## src/sv/mrwr_pkg.sv

```systemverilog
// mrwr_pkg: shared constants for the miller-rabin witness round block
// verdict codes, stream data widths and the default operand width
// no dependencies
package mrwr_pkg;

    localparam int DEFAULT_N_BITS = 32;

    localparam int CAND_BITS    = 32;
    localparam int WIT_BITS     = 32;
    localparam int S_TDATA_BITS = 64;
    localparam int M_TDATA_BITS = 8;

    localparam logic [1:0] VC_SMALL_PRIME = 2'd0;
    localparam logic [1:0] VC_TRIVIAL     = 2'd1;
    localparam logic [1:0] VC_PASS        = 2'd2;
    localparam logic [1:0] VC_COMPOSITE   = 2'd3;

endpackage

```

## src/sv/mrwr_mulmod.sv

```systemverilog
// mrwr_mulmod: bit-serial modular multiplier, result = x * y mod m
// scans y msb first, one modular add per cycle: a doubling step and an add step per bit of y
// depends on mrwr_pkg for the default width
module mrwr_mulmod #(
    parameter int N_BITS = mrwr_pkg::DEFAULT_N_BITS
) (
    input  logic              aclk,
    input  logic              aresetn,
    input  logic              start,
    input  logic [N_BITS-1:0] x_in,     // must be below m_in
    input  logic [N_BITS-1:0] y_in,
    input  logic [N_BITS-1:0] m_in,
    output logic              done,
    output logic [N_BITS-1:0] result
);

    localparam int CW = $clog2(N_BITS);

    logic [N_BITS-1:0] acc_reg;
    logic [N_BITS-1:0] x_reg;
    logic [N_BITS-1:0] y_reg;
    logic [N_BITS-1:0] m_reg;
    logic [CW-1:0]     cnt_reg;
    logic              phase_reg;
    logic              busy_reg;
    logic              done_reg;

    logic [N_BITS-1:0] op;
    logic [N_BITS-1:0] gap;
    logic              ge;
    logic [N_BITS-1:0] sum;

    // (acc + op) mod m without overflow: op is acc when doubling, x when adding
    always_comb begin
        op  = phase_reg ? x_reg : acc_reg;
        gap = m_reg - op;
        ge  = (acc_reg >= gap);
        sum = ge ? (acc_reg - gap) : (acc_reg + op);
    end

    always_ff @(posedge aclk) begin
        if (!aresetn) begin
            busy_reg  <= 1'b0;
            done_reg  <= 1'b0;
            phase_reg <= 1'b0;
        end else begin
            // pulse after the add step of the last bit
            done_reg <= !start && busy_reg && phase_reg && (cnt_reg == '0);
            if (start) begin
                acc_reg   <= '0;
                x_reg     <= x_in;
                y_reg     <= y_in;
                m_reg     <= m_in;
                cnt_reg   <= CW'(N_BITS - 1);
                phase_reg <= 1'b0;
                busy_reg  <= 1'b1;
            end else if (busy_reg) begin
                if (!phase_reg) begin
                    acc_reg   <= sum;
                    phase_reg <= 1'b1;
                end else begin
                    if (y_reg[N_BITS-1]) begin
                        acc_reg <= sum;
                    end
                    y_reg     <= y_reg << 1;
                    phase_reg <= 1'b0;
                    if (cnt_reg == '0) begin
                        busy_reg <= 1'b0;
                    end else begin
                        cnt_reg <= cnt_reg - 1'b1;
                    end
                end
            end
        end
    end

    assign done   = done_reg;
    assign result = acc_reg;

`ifndef SYNTH
    a_result_reduced: assert property (@(posedge aclk) disable iff (!aresetn)
        done_reg |-> (acc_reg < m_reg))
        else $error("modular product not below modulus");

    a_no_restart: assert property (@(posedge aclk) disable iff (!aresetn)
        start |-> !busy_reg)
        else $error("multiplier started while busy");

    a_done_after_run: assert property (@(posedge aclk) disable iff (!aresetn)
        done_reg |-> $past(busy_reg))
        else $error("done without a preceding run");
`endif

endmodule

```

## src/sv/miller_rabin_witness_round.sv

```systemverilog
// One Miller-Rabin round: takes a candidate n and a witness a, answers with a verdict code
// (0 small prime, 1 trivially not prime, 2 witness passes, 3 composite by witness) and a
// probable-prime flag. Only the low N_BITS bits of both fields are used. One item is worked
// at a time; a finished result sits in an output register, so the next item can be taken
// while it waits. Time per item is set by the shared bit-serial modular multiplier and the
// products it runs: the witness reduction, N_BITS squarings, one product per set bit of the
// odd part t of n-1, and up to s-1 further squarings, plus one strip step per trailing zero
// of n-1. The trivial cases go from the classify state straight to the output, with no
// products at all.
// depends on mrwr_pkg and mrwr_mulmod
module miller_rabin_witness_round #(
    parameter int N_BITS = mrwr_pkg::DEFAULT_N_BITS
) (
    input  logic                              aclk,
    input  logic                              aresetn,
    input  logic                              s_tvalid,
    output logic                              s_tready,
    input  logic [mrwr_pkg::S_TDATA_BITS-1:0] s_tdata,  // candidate [31:0], witness [63:32]
    output logic                              m_tvalid,
    input  logic                              m_tready,
    output logic [mrwr_pkg::M_TDATA_BITS-1:0] m_tdata   // verdict_code [1:0], probable_prime [2]
);

    localparam int W  = N_BITS;
    localparam int CW = $clog2(N_BITS);

    localparam logic [3:0] ST_IDLE    = 4'd0;
    localparam logic [3:0] ST_CLASS   = 4'd1;
    localparam logic [3:0] ST_STRIP   = 4'd2;
    localparam logic [3:0] ST_REDUCE  = 4'd3;
    localparam logic [3:0] ST_SQ      = 4'd4;
    localparam logic [3:0] ST_MUL     = 4'd5;
    localparam logic [3:0] ST_CHECK   = 4'd6;
    localparam logic [3:0] ST_LOOPCHK = 4'd7;
    localparam logic [3:0] ST_LOOP    = 4'd8;
    localparam logic [3:0] ST_DONE    = 4'd9;

    logic [3:0]    state_reg;
    logic [W-1:0]  n_reg;
    logic [W-1:0]  a_reg;
    logic [W-1:0]  ab_reg;
    logic [W-1:0]  nm1_reg;
    logic [W-1:0]  t_reg;
    logic [W-1:0]  x_reg;
    logic [CW-1:0] s_reg;
    logic [CW-1:0] r_reg;
    logic [CW-1:0] bcnt_reg;
    logic [1:0]    code_reg;
    logic          mul_go_reg;
    logic          mul_go_next;
    logic [W-1:0]  opx_reg;
    logic [W-1:0]  opy_reg;
    logic          m_tvalid_reg;
    logic [mrwr_pkg::M_TDATA_BITS-1:0] m_tdata_reg;

    logic          mul_done;
    logic [W-1:0]  mul_res;
    logic          bit_last;
    logic          code_prime;

    mrwr_mulmod #(
        .N_BITS (N_BITS)
    ) u_mulmod (
        .aclk    (aclk),
        .aresetn (aresetn),
        .start   (mul_go_reg),
        .x_in    (opx_reg),
        .y_in    (opy_reg),
        .m_in    (n_reg),
        .done    (mul_done),
        .result  (mul_res)
    );

    assign bit_last   = (bcnt_reg == '0);
    assign code_prime = (code_reg == mrwr_pkg::VC_SMALL_PRIME) ||
                        (code_reg == mrwr_pkg::VC_PASS);

    // multiplier launch, registered on the same edge that loads the operands
    always_comb begin
        case (state_reg)
            ST_STRIP:   mul_go_next = t_reg[0];
            ST_REDUCE:  mul_go_next = mul_done;
            ST_SQ:      mul_go_next = mul_done && (t_reg[W-1] || !bit_last);
            ST_MUL:     mul_go_next = mul_done && !bit_last;
            ST_LOOPCHK: mul_go_next = (r_reg < s_reg);
            default:    mul_go_next = 1'b0;
        endcase
    end

    always_ff @(posedge aclk) begin
        if (!aresetn) begin
            state_reg    <= ST_IDLE;
            mul_go_reg   <= 1'b0;
            m_tvalid_reg <= 1'b0;
        end else begin
            mul_go_reg <= mul_go_next;
            if (m_tvalid_reg && m_tready && state_reg != ST_DONE) begin
                m_tvalid_reg <= 1'b0;
            end
            case (state_reg)
                ST_IDLE: begin
                    if (s_tvalid) begin
                        n_reg     <= W'(s_tdata[mrwr_pkg::CAND_BITS-1:0]);
                        a_reg     <= W'(s_tdata[mrwr_pkg::S_TDATA_BITS-1:mrwr_pkg::CAND_BITS]);
                        state_reg <= ST_CLASS;
                    end
                end
                ST_CLASS: begin
                    if (n_reg == W'(2) || n_reg == W'(3)) begin
                        code_reg  <= mrwr_pkg::VC_SMALL_PRIME;
                        state_reg <= ST_DONE;
                    end else if (!n_reg[0] || n_reg == W'(1)) begin
                        code_reg  <= mrwr_pkg::VC_TRIVIAL;
                        state_reg <= ST_DONE;
                    end else begin
                        nm1_reg   <= n_reg - W'(1);
                        t_reg     <= n_reg - W'(1);
                        s_reg     <= '0;
                        state_reg <= ST_STRIP;
                    end
                end
                ST_STRIP: begin
                    if (!t_reg[0]) begin
                        t_reg <= t_reg >> 1;
                        s_reg <= s_reg + 1'b1;
                    end else begin
                        // a mod n as 1 * a mod n
                        opx_reg    <= W'(1);
                        opy_reg    <= a_reg;
                        state_reg  <= ST_REDUCE;
                    end
                end
                ST_REDUCE: begin
                    if (mul_done) begin
                        ab_reg     <= mul_res;
                        x_reg      <= W'(1);
                        bcnt_reg   <= CW'(N_BITS - 1);
                        opx_reg    <= W'(1);
                        opy_reg    <= W'(1);
                        state_reg  <= ST_SQ;
                    end
                end
                ST_SQ: begin
                    if (mul_done) begin
                        x_reg <= mul_res;
                        if (t_reg[W-1]) begin
                            opx_reg    <= mul_res;
                            opy_reg    <= ab_reg;
                            state_reg  <= ST_MUL;
                        end else begin
                            t_reg <= t_reg << 1;
                            if (bit_last) begin
                                state_reg <= ST_CHECK;
                            end else begin
                                bcnt_reg   <= bcnt_reg - 1'b1;
                                opx_reg    <= mul_res;
                                opy_reg    <= mul_res;
                            end
                        end
                    end
                end
                ST_MUL: begin
                    if (mul_done) begin
                        x_reg <= mul_res;
                        t_reg <= t_reg << 1;
                        if (bit_last) begin
                            state_reg <= ST_CHECK;
                        end else begin
                            bcnt_reg   <= bcnt_reg - 1'b1;
                            opx_reg    <= mul_res;
                            opy_reg    <= mul_res;
                            state_reg  <= ST_SQ;
                        end
                    end
                end
                ST_CHECK: begin
                    if (x_reg == W'(1) || x_reg == nm1_reg) begin
                        code_reg  <= mrwr_pkg::VC_PASS;
                        state_reg <= ST_DONE;
                    end else begin
                        r_reg     <= CW'(1);
                        state_reg <= ST_LOOPCHK;
                    end
                end
                ST_LOOPCHK: begin
                    if (r_reg < s_reg) begin
                        opx_reg    <= x_reg;
                        opy_reg    <= x_reg;
                        state_reg  <= ST_LOOP;
                    end else begin
                        code_reg  <= mrwr_pkg::VC_COMPOSITE;
                        state_reg <= ST_DONE;
                    end
                end
                ST_LOOP: begin
                    if (mul_done) begin
                        x_reg <= mul_res;
                        // reaching 1 first proves composite, reaching n-1 passes
                        if (mul_res == W'(1)) begin
                            code_reg  <= mrwr_pkg::VC_COMPOSITE;
                            state_reg <= ST_DONE;
                        end else if (mul_res == nm1_reg) begin
                            code_reg  <= mrwr_pkg::VC_PASS;
                            state_reg <= ST_DONE;
                        end else begin
                            r_reg     <= r_reg + 1'b1;
                            state_reg <= ST_LOOPCHK;
                        end
                    end
                end
                ST_DONE: begin
                    if (!m_tvalid_reg || m_tready) begin
                        m_tdata_reg  <= {{(mrwr_pkg::M_TDATA_BITS-3){1'b0}},
                                         code_prime, code_reg};
                        m_tvalid_reg <= 1'b1;
                        state_reg    <= ST_IDLE;
                    end
                end
                default: begin
                    state_reg <= ST_IDLE;
                end
            endcase
        end
    end

    assign s_tready = (state_reg == ST_IDLE);
    assign m_tvalid = m_tvalid_reg;
    assign m_tdata  = m_tdata_reg;

`ifndef SYNTH
    a_flag_matches_code: assert property (@(posedge aclk) disable iff (!aresetn)
        m_tvalid_reg |-> (m_tdata_reg[2] == ((m_tdata_reg[1:0] == mrwr_pkg::VC_SMALL_PRIME) ||
                                             (m_tdata_reg[1:0] == mrwr_pkg::VC_PASS))))
        else $error("probable_prime disagrees with verdict code");

    a_go_in_wait_state: assert property (@(posedge aclk) disable iff (!aresetn)
        mul_go_reg |-> (state_reg == ST_REDUCE || state_reg == ST_SQ ||
                        state_reg == ST_MUL || state_reg == ST_LOOP))
        else $error("multiplier launched outside a wait state");

    a_residue_below_n: assert property (@(posedge aclk) disable iff (!aresetn)
        (state_reg == ST_SQ || state_reg == ST_MUL || state_reg == ST_LOOP) |->
            (x_reg < n_reg))
        else $error("running residue not below candidate");
`endif

endmodule
```

## config.mk

```make
export PLATFORM = sky130hd
export DESIGN_NAME = miller_rabin_witness_round
export DESIGN_NICKNAME = d
export VERILOG_FILES = /design/src/sv/mrwr_pkg.sv /design/src/sv/mrwr_mulmod.sv /design/src/sv/miller_rabin_witness_round.sv
export SDC_FILE = /design/constraint.sdc
export NUM_CORES = 1
export LEC_CHECK = 0
export BUFFER_PORTS_ARGS = -buffer_cell sky130_fd_sc_hd__buf_4
export CAP_MARGIN = 20
export CORE_AREA = 8 8 171 335
export CTS_CLUSTER_DIAMETER = 60
export DETAILED_ROUTE_END_ITERATION = 6
export DIE_AREA = 0 0 179 343
export REMOVE_ABC_BUFFERS = 1
export SLEW_MARGIN = 30
export SYNTH_ARGS = -nofsm -noshare
export SYNTH_HDL_FRONTEND = slang
export SYNTH_HIERARCHICAL = 1
export SYNTH_SLANG_ARGS = --single-unit
```

## constraint.sdc

```tcl
create_clock -name aclk -period 8.35 [get_ports aclk]
set_input_delay 0.4175 -clock aclk [delete_from_list [all_inputs] [get_ports aclk]]
set_output_delay 0.4175 -clock aclk [all_outputs]
set_load 0.02 [all_outputs]
```

After elaboration in Yosys (flattened, before gate mapping)
Index checks and enable logic that the tools add are counted.
{"block": "op_classes", "reduce_logical": 50, "addsub": 8, "magnitude_cmp": 2, "n_mux": 83, "n_eq_ne": 41, "n_bitwise": 3}
{"operator": "two-way mux 32 bit", "n": 27}
{"operator": "one-hot mux 32 bit (5 select lines)", "n": 2}
{"operator": "one-hot mux 32 bit (4 select lines)", "n": 1}
{"operator": "equality test 32 x 1 -> 1 bit, second input constant", "n": 3}
{"operator": "two-way mux 5 bit", "n": 15}
{"operator": "equality test 32 x 2 -> 1 bit, second input constant", "n": 2}
{"operator": "equality test 32 bit", "n": 2}
{"operator": "one-hot mux 32 bit (2 select lines)", "n": 1}
{"operator": "subtractor 32 bit", "n": 2}
{"operator": "two-way mux 4 bit", "n": 14}
{"operator": "one-hot mux 4 bit (10 select lines)", "n": 1}
{"operator": "adder 32 bit", "n": 1}
{"operator": ">= comparator 32 bit", "n": 1}
{"operator": "subtractor 32 x 1 -> 32 bit, second input constant", "n": 1}
{"operator": "!= test 2 bit, second input constant", "n": 14}
{"operator": "AND reduction 7 bit", "n": 4}
{"operator": "one-hot mux 5 bit (2 select lines)", "n": 2}
{"operator": "equality test 4 x 3 -> 1 bit, second input constant", "n": 4}
{"operator": "two-way mux 2 bit", "n": 8}
{"operator": "AND reduction 8 bit", "n": 2}
{"operator": "one-hot mux 5 bit (3 select lines)", "n": 1}
{"operator": "AND reduction 3 bit", "n": 5}
{"operator": "AND reduction 4 bit", "n": 3}
{"operator": "AND reduction 6 bit", "n": 2}
{"operator": "other kinds (29)", "n": 69}
{"block": "word_totals", "wordCells": 213, "register_bits": 418, "out_inout_bits": 10}

Depth between registers and ports, before layout
{"block": "logic_depth", "ltp_word": 7, "mapped_depth": 28, "mapped_depth_nobuf": 24}

Hierarchy
Netlist, hierarchy kept.
{"module": "miller_rabin_witness_round", "cells_per_inst": 971, "instances": 1, "area_per_inst_um2": 13082.5}
{"module": "mrwr_mulmod", "cells_per_inst": 1038, "instances": 1, "area_per_inst_um2": 10400.0}

Worst setup path after synthesis
OpenSTA, ideal clock, no wires.
{"block": "synth_timing", "kind": "register to register", "start": "register state_reg[2]", "end": "register opx_reg[0], enable pin", "synth_period_minus_slack_ns": 6.515, "n_path_buf": 2, "setup_slack_ns": 1.835, "stages_incl_launch_ff": 6, "required_ns": 7.769, "t_arrival_ns": 5.933, "cell_sequence": "dfxtp_1 -> clkbuf_1 -> clkbuf_1 -> nor2_1 -> nand3b_1 -> a211oi_1"}
{"block": "synth_via", "elab_chain_cells": 3}
{"item": "from (decl)", "line_no": "miller_rabin_witness_round.sv:38", "source": "logic [3:0] state_reg;"}
{"item": "from (signal assigned)", "line_no": "miller_rabin_witness_round.sv:92", "source": "state_reg <= ST_IDLE;"}
{"item": "from (signal assigned)", "line_no": "miller_rabin_witness_round.sv:105", "source": "state_reg <= ST_CLASS;"}
{"item": "from (signal assigned)", "line_no": "miller_rabin_witness_round.sv:111", "source": "state_reg <= ST_DONE;"}
{"item": "equality test 4 x 3 -> 1 bit or equality test 4 x 2 -> 1 bit (tied branches)", "line_no": "miller_rabin_witness_round.sv:100", "source": "case (state_reg)"}
{"item": "nonzero test 5 bit (no line), or another cell as far along"}
{"item": "AND reduction 7 bit (no line) *"}
{"item": "to (signal assigned)", "line_no": "miller_rabin_witness_round.sv:147", "source": "opx_reg <= mul_res;"}
{"item": "to (signal assigned)", "line_no": "miller_rabin_witness_round.sv:156", "source": "opx_reg <= mul_res;"}
{"item": "to (signal assigned)", "line_no": "miller_rabin_witness_round.sv:170", "source": "opx_reg <= mul_res;"}
{"item": "to (decl)", "line_no": "miller_rabin_witness_round.sv:51", "source": "logic [W-1:0] opx_reg;"}
Mark *: on every way between the ends. The rest lies on a longest branch, timed or not.
A chain may end at the register's enable or synchronous reset.

Worst setup path in the final report
{"block": "layout_timing", "start": "register u_mulmod.phase_reg", "end": "register u_mulmod.acc_reg[28], in the netlist u_mulmod/result[28], data pin"}
{"block": "layout_via", "elab_chain_cells": 7}
{"item": "from (decl)", "line_no": "mrwr_mulmod.sv:24", "source": "logic phase_reg;"}
{"item": "from (signal assigned)", "line_no": "mrwr_mulmod.sv:45", "source": "phase_reg <= 1'b0;"}
{"item": "from (signal assigned)", "line_no": "mrwr_mulmod.sv:55", "source": "phase_reg <= 1'b0;"}
{"item": "from (signal assigned)", "line_no": "mrwr_mulmod.sv:60", "source": "phase_reg <= 1'b1;"}
{"item": "two-way mux 32 bit", "line_no": "mrwr_mulmod.sv:35", "source": "op = phase_reg ? x_reg : acc_reg;"}
{"item": "subtractor 32 bit", "line_no": "mrwr_mulmod.sv:36", "source": "gap = m_reg - op;"}
{"item": "subtractor 32 bit or >= comparator 32 bit (tied branches)", "line_no": "mrwr_mulmod.sv:38, mrwr_mulmod.sv:37"}
{"item": "two-way mux 32 bit", "line_no": "mrwr_mulmod.sv:38", "source": "sum = ge ? (acc_reg - gap) : (acc_reg + op);"}
{"item": "two-way mux 32 bit", "line_no": "mrwr_mulmod.sv:62", "source": "if (y_reg[N_BITS-1]) begin"}
{"item": "two-way mux 32 bit *", "line_no": "mrwr_mulmod.sv:58", "source": "if (!phase_reg) begin"}
{"item": "two-way mux 32 bit *", "line_no": "mrwr_mulmod.sv:57", "source": "end else if (busy_reg) begin"}
{"item": "to (signal assigned)", "line_no": "mrwr_mulmod.sv:59", "source": "acc_reg <= sum;"}
{"item": "to (signal assigned)", "line_no": "mrwr_mulmod.sv:63", "source": "acc_reg <= sum;"}
{"item": "to (decl)", "line_no": "mrwr_mulmod.sv:19", "source": "logic [N_BITS-1:0] acc_reg;"}
Mark *: on every way between the ends. The rest lies on a longest branch, timed or not. The select of a mux whose other input is x is not followed.

==> impl_results.md <==
* Sink Count at 418
* Number of synthesized register bits at ~420
* Total of max-cap violations at 0
* GP Congestion at ~0.9
* H-Tree Depth at 2
* Diode count at 0
* WP data required at 8.76 ns
* Nets at between 2000 and 2500
* Worst-path clk slew at roughly 0.060 ns
* Vias in the first global route at 16800
* Psw at around 1.7 mW
* Layout cells sized above 1 at 0.114
* Via count at approximately 17000
* GR Overflow Total at 0
* Final worst slack at 1.73 ns
* ANT nets after route at 0
* RR Startpoint: u_mulmod/phase_reg
* Clock share of power at 0.328
* Slew @ Worst Pin at around 0.96 ns
* DRC viols at 4
* Pin count of the biggest net entering global routing at 65
* Yosys warnings at 6
* Crit. End Element: flip-flop
* Setup TNS at 0 ns
* Synth Instances at 2009
* CP startpoint kind: flip-flop
* Maximum root-to-sink buffer count at 3
* Initial DRC count at around 1800
* First-pass GRT wire length at about 110000 µm
* Flop-to-flop setup slack at roughly 1.7 ns
* Place WS at between 1.5 and 2 ns
* Die H at between 300 and 400 µm
* Port Buffers at 72
* WL/cell at 25.9 µm
* Final HPWL DP at about 52000 µm
* Reg power frac at 0.490
* Most used flip-flop cell after synthesis: edfxtp_1
* Die ar. at just over 0.06 mm²
* # fillers at ~4700
* Routed WL at ~73000 µm
* Sequential area share after synthesis at 0.531
* P&R area growth vs syn at 13.3%
* Area of the core at around 0.053 mm²
* Failing checks: DRC
* Hold Vio Cnt, Final at 0
* CTS tree: built
* Crit-path max FO at 27
* Fin crit share at 0.793
* Final Slew Violations at 0
* Comb power frac at 0.182
* Worst relative slew slack at 0.359
* Reg2Reg Depth at 18
* Post-synth EDFFs at just over 400
* Leakage at about 9.6 nW
* CP arrival at between 7 and 8 ns
* Post-Synthesis Cell Area at roughly 0.023 mm²
* Initial antenna violation count at 0
* Initial core utilization at 0.443
* Setup-failing EPs final at 0
* Worst Hold End: a_reg[11]
* Die W at between 150 and 200 µm
* Crit Reg-Reg Endpoint: u_mulmod/result[28]
* Site row count at 120
* Tot Pwr at about 5.7 mW
* HP Class: in -> reg
* Hold depth at 1
* Yosys cell types at 90
* Total internal power at around 4 mW
* Final hold slack at 0.0217 ns
* Async SR Flop Fraction at 0
* Layout Skew at roughly 0.025 ns
* Hold_sp: s_tdata[43]
* CTS Buf Count at 41
* Crit path kind: reg -> reg
* Post-layout util at 0.502
* Gr usage total at 0.234
* First-pass DRT Iterations at 7
* Sw Ratio at 0.292
* Maximum VDD drop at roughly 0.00020 V
* Fmax at 151 MHz
* Pwr dens at about 210 mW/mm²
* Vias per cell at roughly 6
* Root buf cell: clkbuf_16
* Synth Area per Inst at roughly 12 µm²
* Fin crit period at 6.62 ns
* Clock latency on the worst-skew pair at approximately 0.57 ns
* RSZ-0062 raised after global routing: no
* IO Count at 78
* Outcome: finished with violations
worst max path at each step:
stage | start | end | slack [ns] | depth (start not counted)
2_1_floorplan | state_reg[1] | opx_reg[0] | 1.42 | 4
3_3_place_gp | u_mulmod/phase_reg | u_mulmod/result[4] | 1.95 | 24
3_5_place_dp | u_mulmod/phase_reg | u_mulmod/result[29] | 1.79 | 18
4_1_cts | u_mulmod/phase_reg | u_mulmod/result[28] | 1.75 | 18
5_1_grt | u_mulmod/phase_reg | u_mulmod/result[28] | 1.21 | 18
6_report | u_mulmod/phase_reg | u_mulmod/result[28] | 1.73 | 18
cell usage after synthesis, drive strengths merged (7+ instances only):
library cell	number	area share
a211oi	16	0.0053
a21o	54	0.017
a21oi	116	0.025
a222oi	73	0.031
a22o	13	0.0048
a22oi	8	0.0026
a31oi	11	0.0032
and2	16	0.0043
and3	18	0.0048
buf	14	0.0033
clkbuf	72	0.012
dfxtp	9	0.0077
edfxtp	409	0.52
ha	107	0.057
inv	111	0.018
mux2	33	0.016
mux2i	66	0.028
nand2	100	0.016
nand2b	24	0.0064
nand3	30	0.0064
nand4	29	0.0077
nor2	113	0.018
nor2b	54	0.014
nor3	30	0.0066
nor3b	8	0.0030
nor4	27	0.0075
o211ai	15	0.0048
o21a	17	0.0054
o21ai	93	0.020
o21bai	10	0.0032
o22ai	12	0.0032
o31a	7	0.0027
or2	10	0.0027
or3	10	0.0031
or4	8	0.0029
xnor2	132	0.050
xor2	57	0.021
cells by family after synthesis:
kind of cell	count (synthesis)	share of synthesized area
buffers and inverters	197	0.0325
AOI/OAI and AO/OA	496	0.150
xor gates and xnor gates	189	0.0708
adders and majority gates	110	0.0596
and+or+nand+nor	499	0.112
muxes	99	0.0440
DFF	418	0.531
other	1	0.000160
power by group through the flow:
stage | registers (mW) | logic, mW | clock network (mW)
floorplan | 2.77 | 0.693 | 0
global placement | 2.83 | 0.994 | 0
detailed placement | 2.83 | 1.01 | 0
CTS | 2.79 | 1.03 | 1.91
global route | 2.81 | 1.14 | 1.97
finish | 2.79 | 1.04 | 1.87
routing by layer:
| layer | track usage | vias to the layer above | wire [µm] |
|---|---|---|---|
| li1 | - | 7885 | - |
| met1 | 0.291 | 8283 | 28300 |
| met2 | 0.394 | 756 | 35800 |
| met3 | 0.0282 | 187 | 4800 |
| met4 | 0.114 | 0 | 3900 |
| met5 | 0 | - | 0 |
metrics by stage:
| step | instances | instance area, µm² |
|---|---|---|
| floorplan | 1927 | 23200 |
| global placement | 2697 | 24800 |
| detailed placement | 2699 | 24900 |
| CTS | 2810 | 26600 |
| global route | 2811 | 26600 |
| finish | 2811 | 26600 |
layout by cell type (no fill, tap or decap), drive strengths merged, types with 27 or more instances in the layout:
cell         synthesis  routed
a21oi              116     116
nand4               29      29
mux2i               66      66
edfxtp             409     409
ha                 107     107
mux2                33      33
a222oi              73      73
inv                111     113
clkbuf              72      47
nor4                27      27
xnor2              132     132
dlygate4sd3          0      38
nor2b               54      54
nor2               113     113
nor3                30      30
nand3               30      30
xor2                57      57
o21ai               93      93
nand2              100     100
buf                 14     102
a21o                54      54
worst max-delay path, stage by stage (launching register included):
cell and delay [ns]:
dfxtp_2 0.83, buf_4 0.38, mux2i_1 0.26, ha_1 0.34, a21o_1 0.22, a21oi_1 0.25
or3_1 0.16, nand2_1 0.07, o31ai_1 0.47, a21oi_1 0.14, o22ai_1 0.23, o311ai_0 0.17
xnor2_1 0.18, ha_1 0.41, nand4_1 0.24, nor4_1 0.61, a21o_1 0.84, nand2b_1 0.38
o22ai_1 0.26
cell type report:
| type | count | area [µm²] | area share |
|---|---|---|---|
| multi-input cells | 1398 | 10400 | 0.389 |
| flip-flops and latches | 418 | 12500 | 0.469 |
| repair buffers | 140 | 1200 | 0.0451 |
| clock buffers | 47 | 1080 | 0.0406 |
| inverters | 111 | 417 | 0.0157 |
| well taps | 671 | 840 | 0.0316 |
| clock inverters | 26 | 239 | 0.00899 |
repair_timing:
item / in CTS / in global routing
gates resized for setup: 0 / 0
hold buffers: 38 / 0
endpoints found under the hold margin: 38 / 0
buffers inserted: 0 / 0
Note: power is estimated with default switching activity, not from simulation.
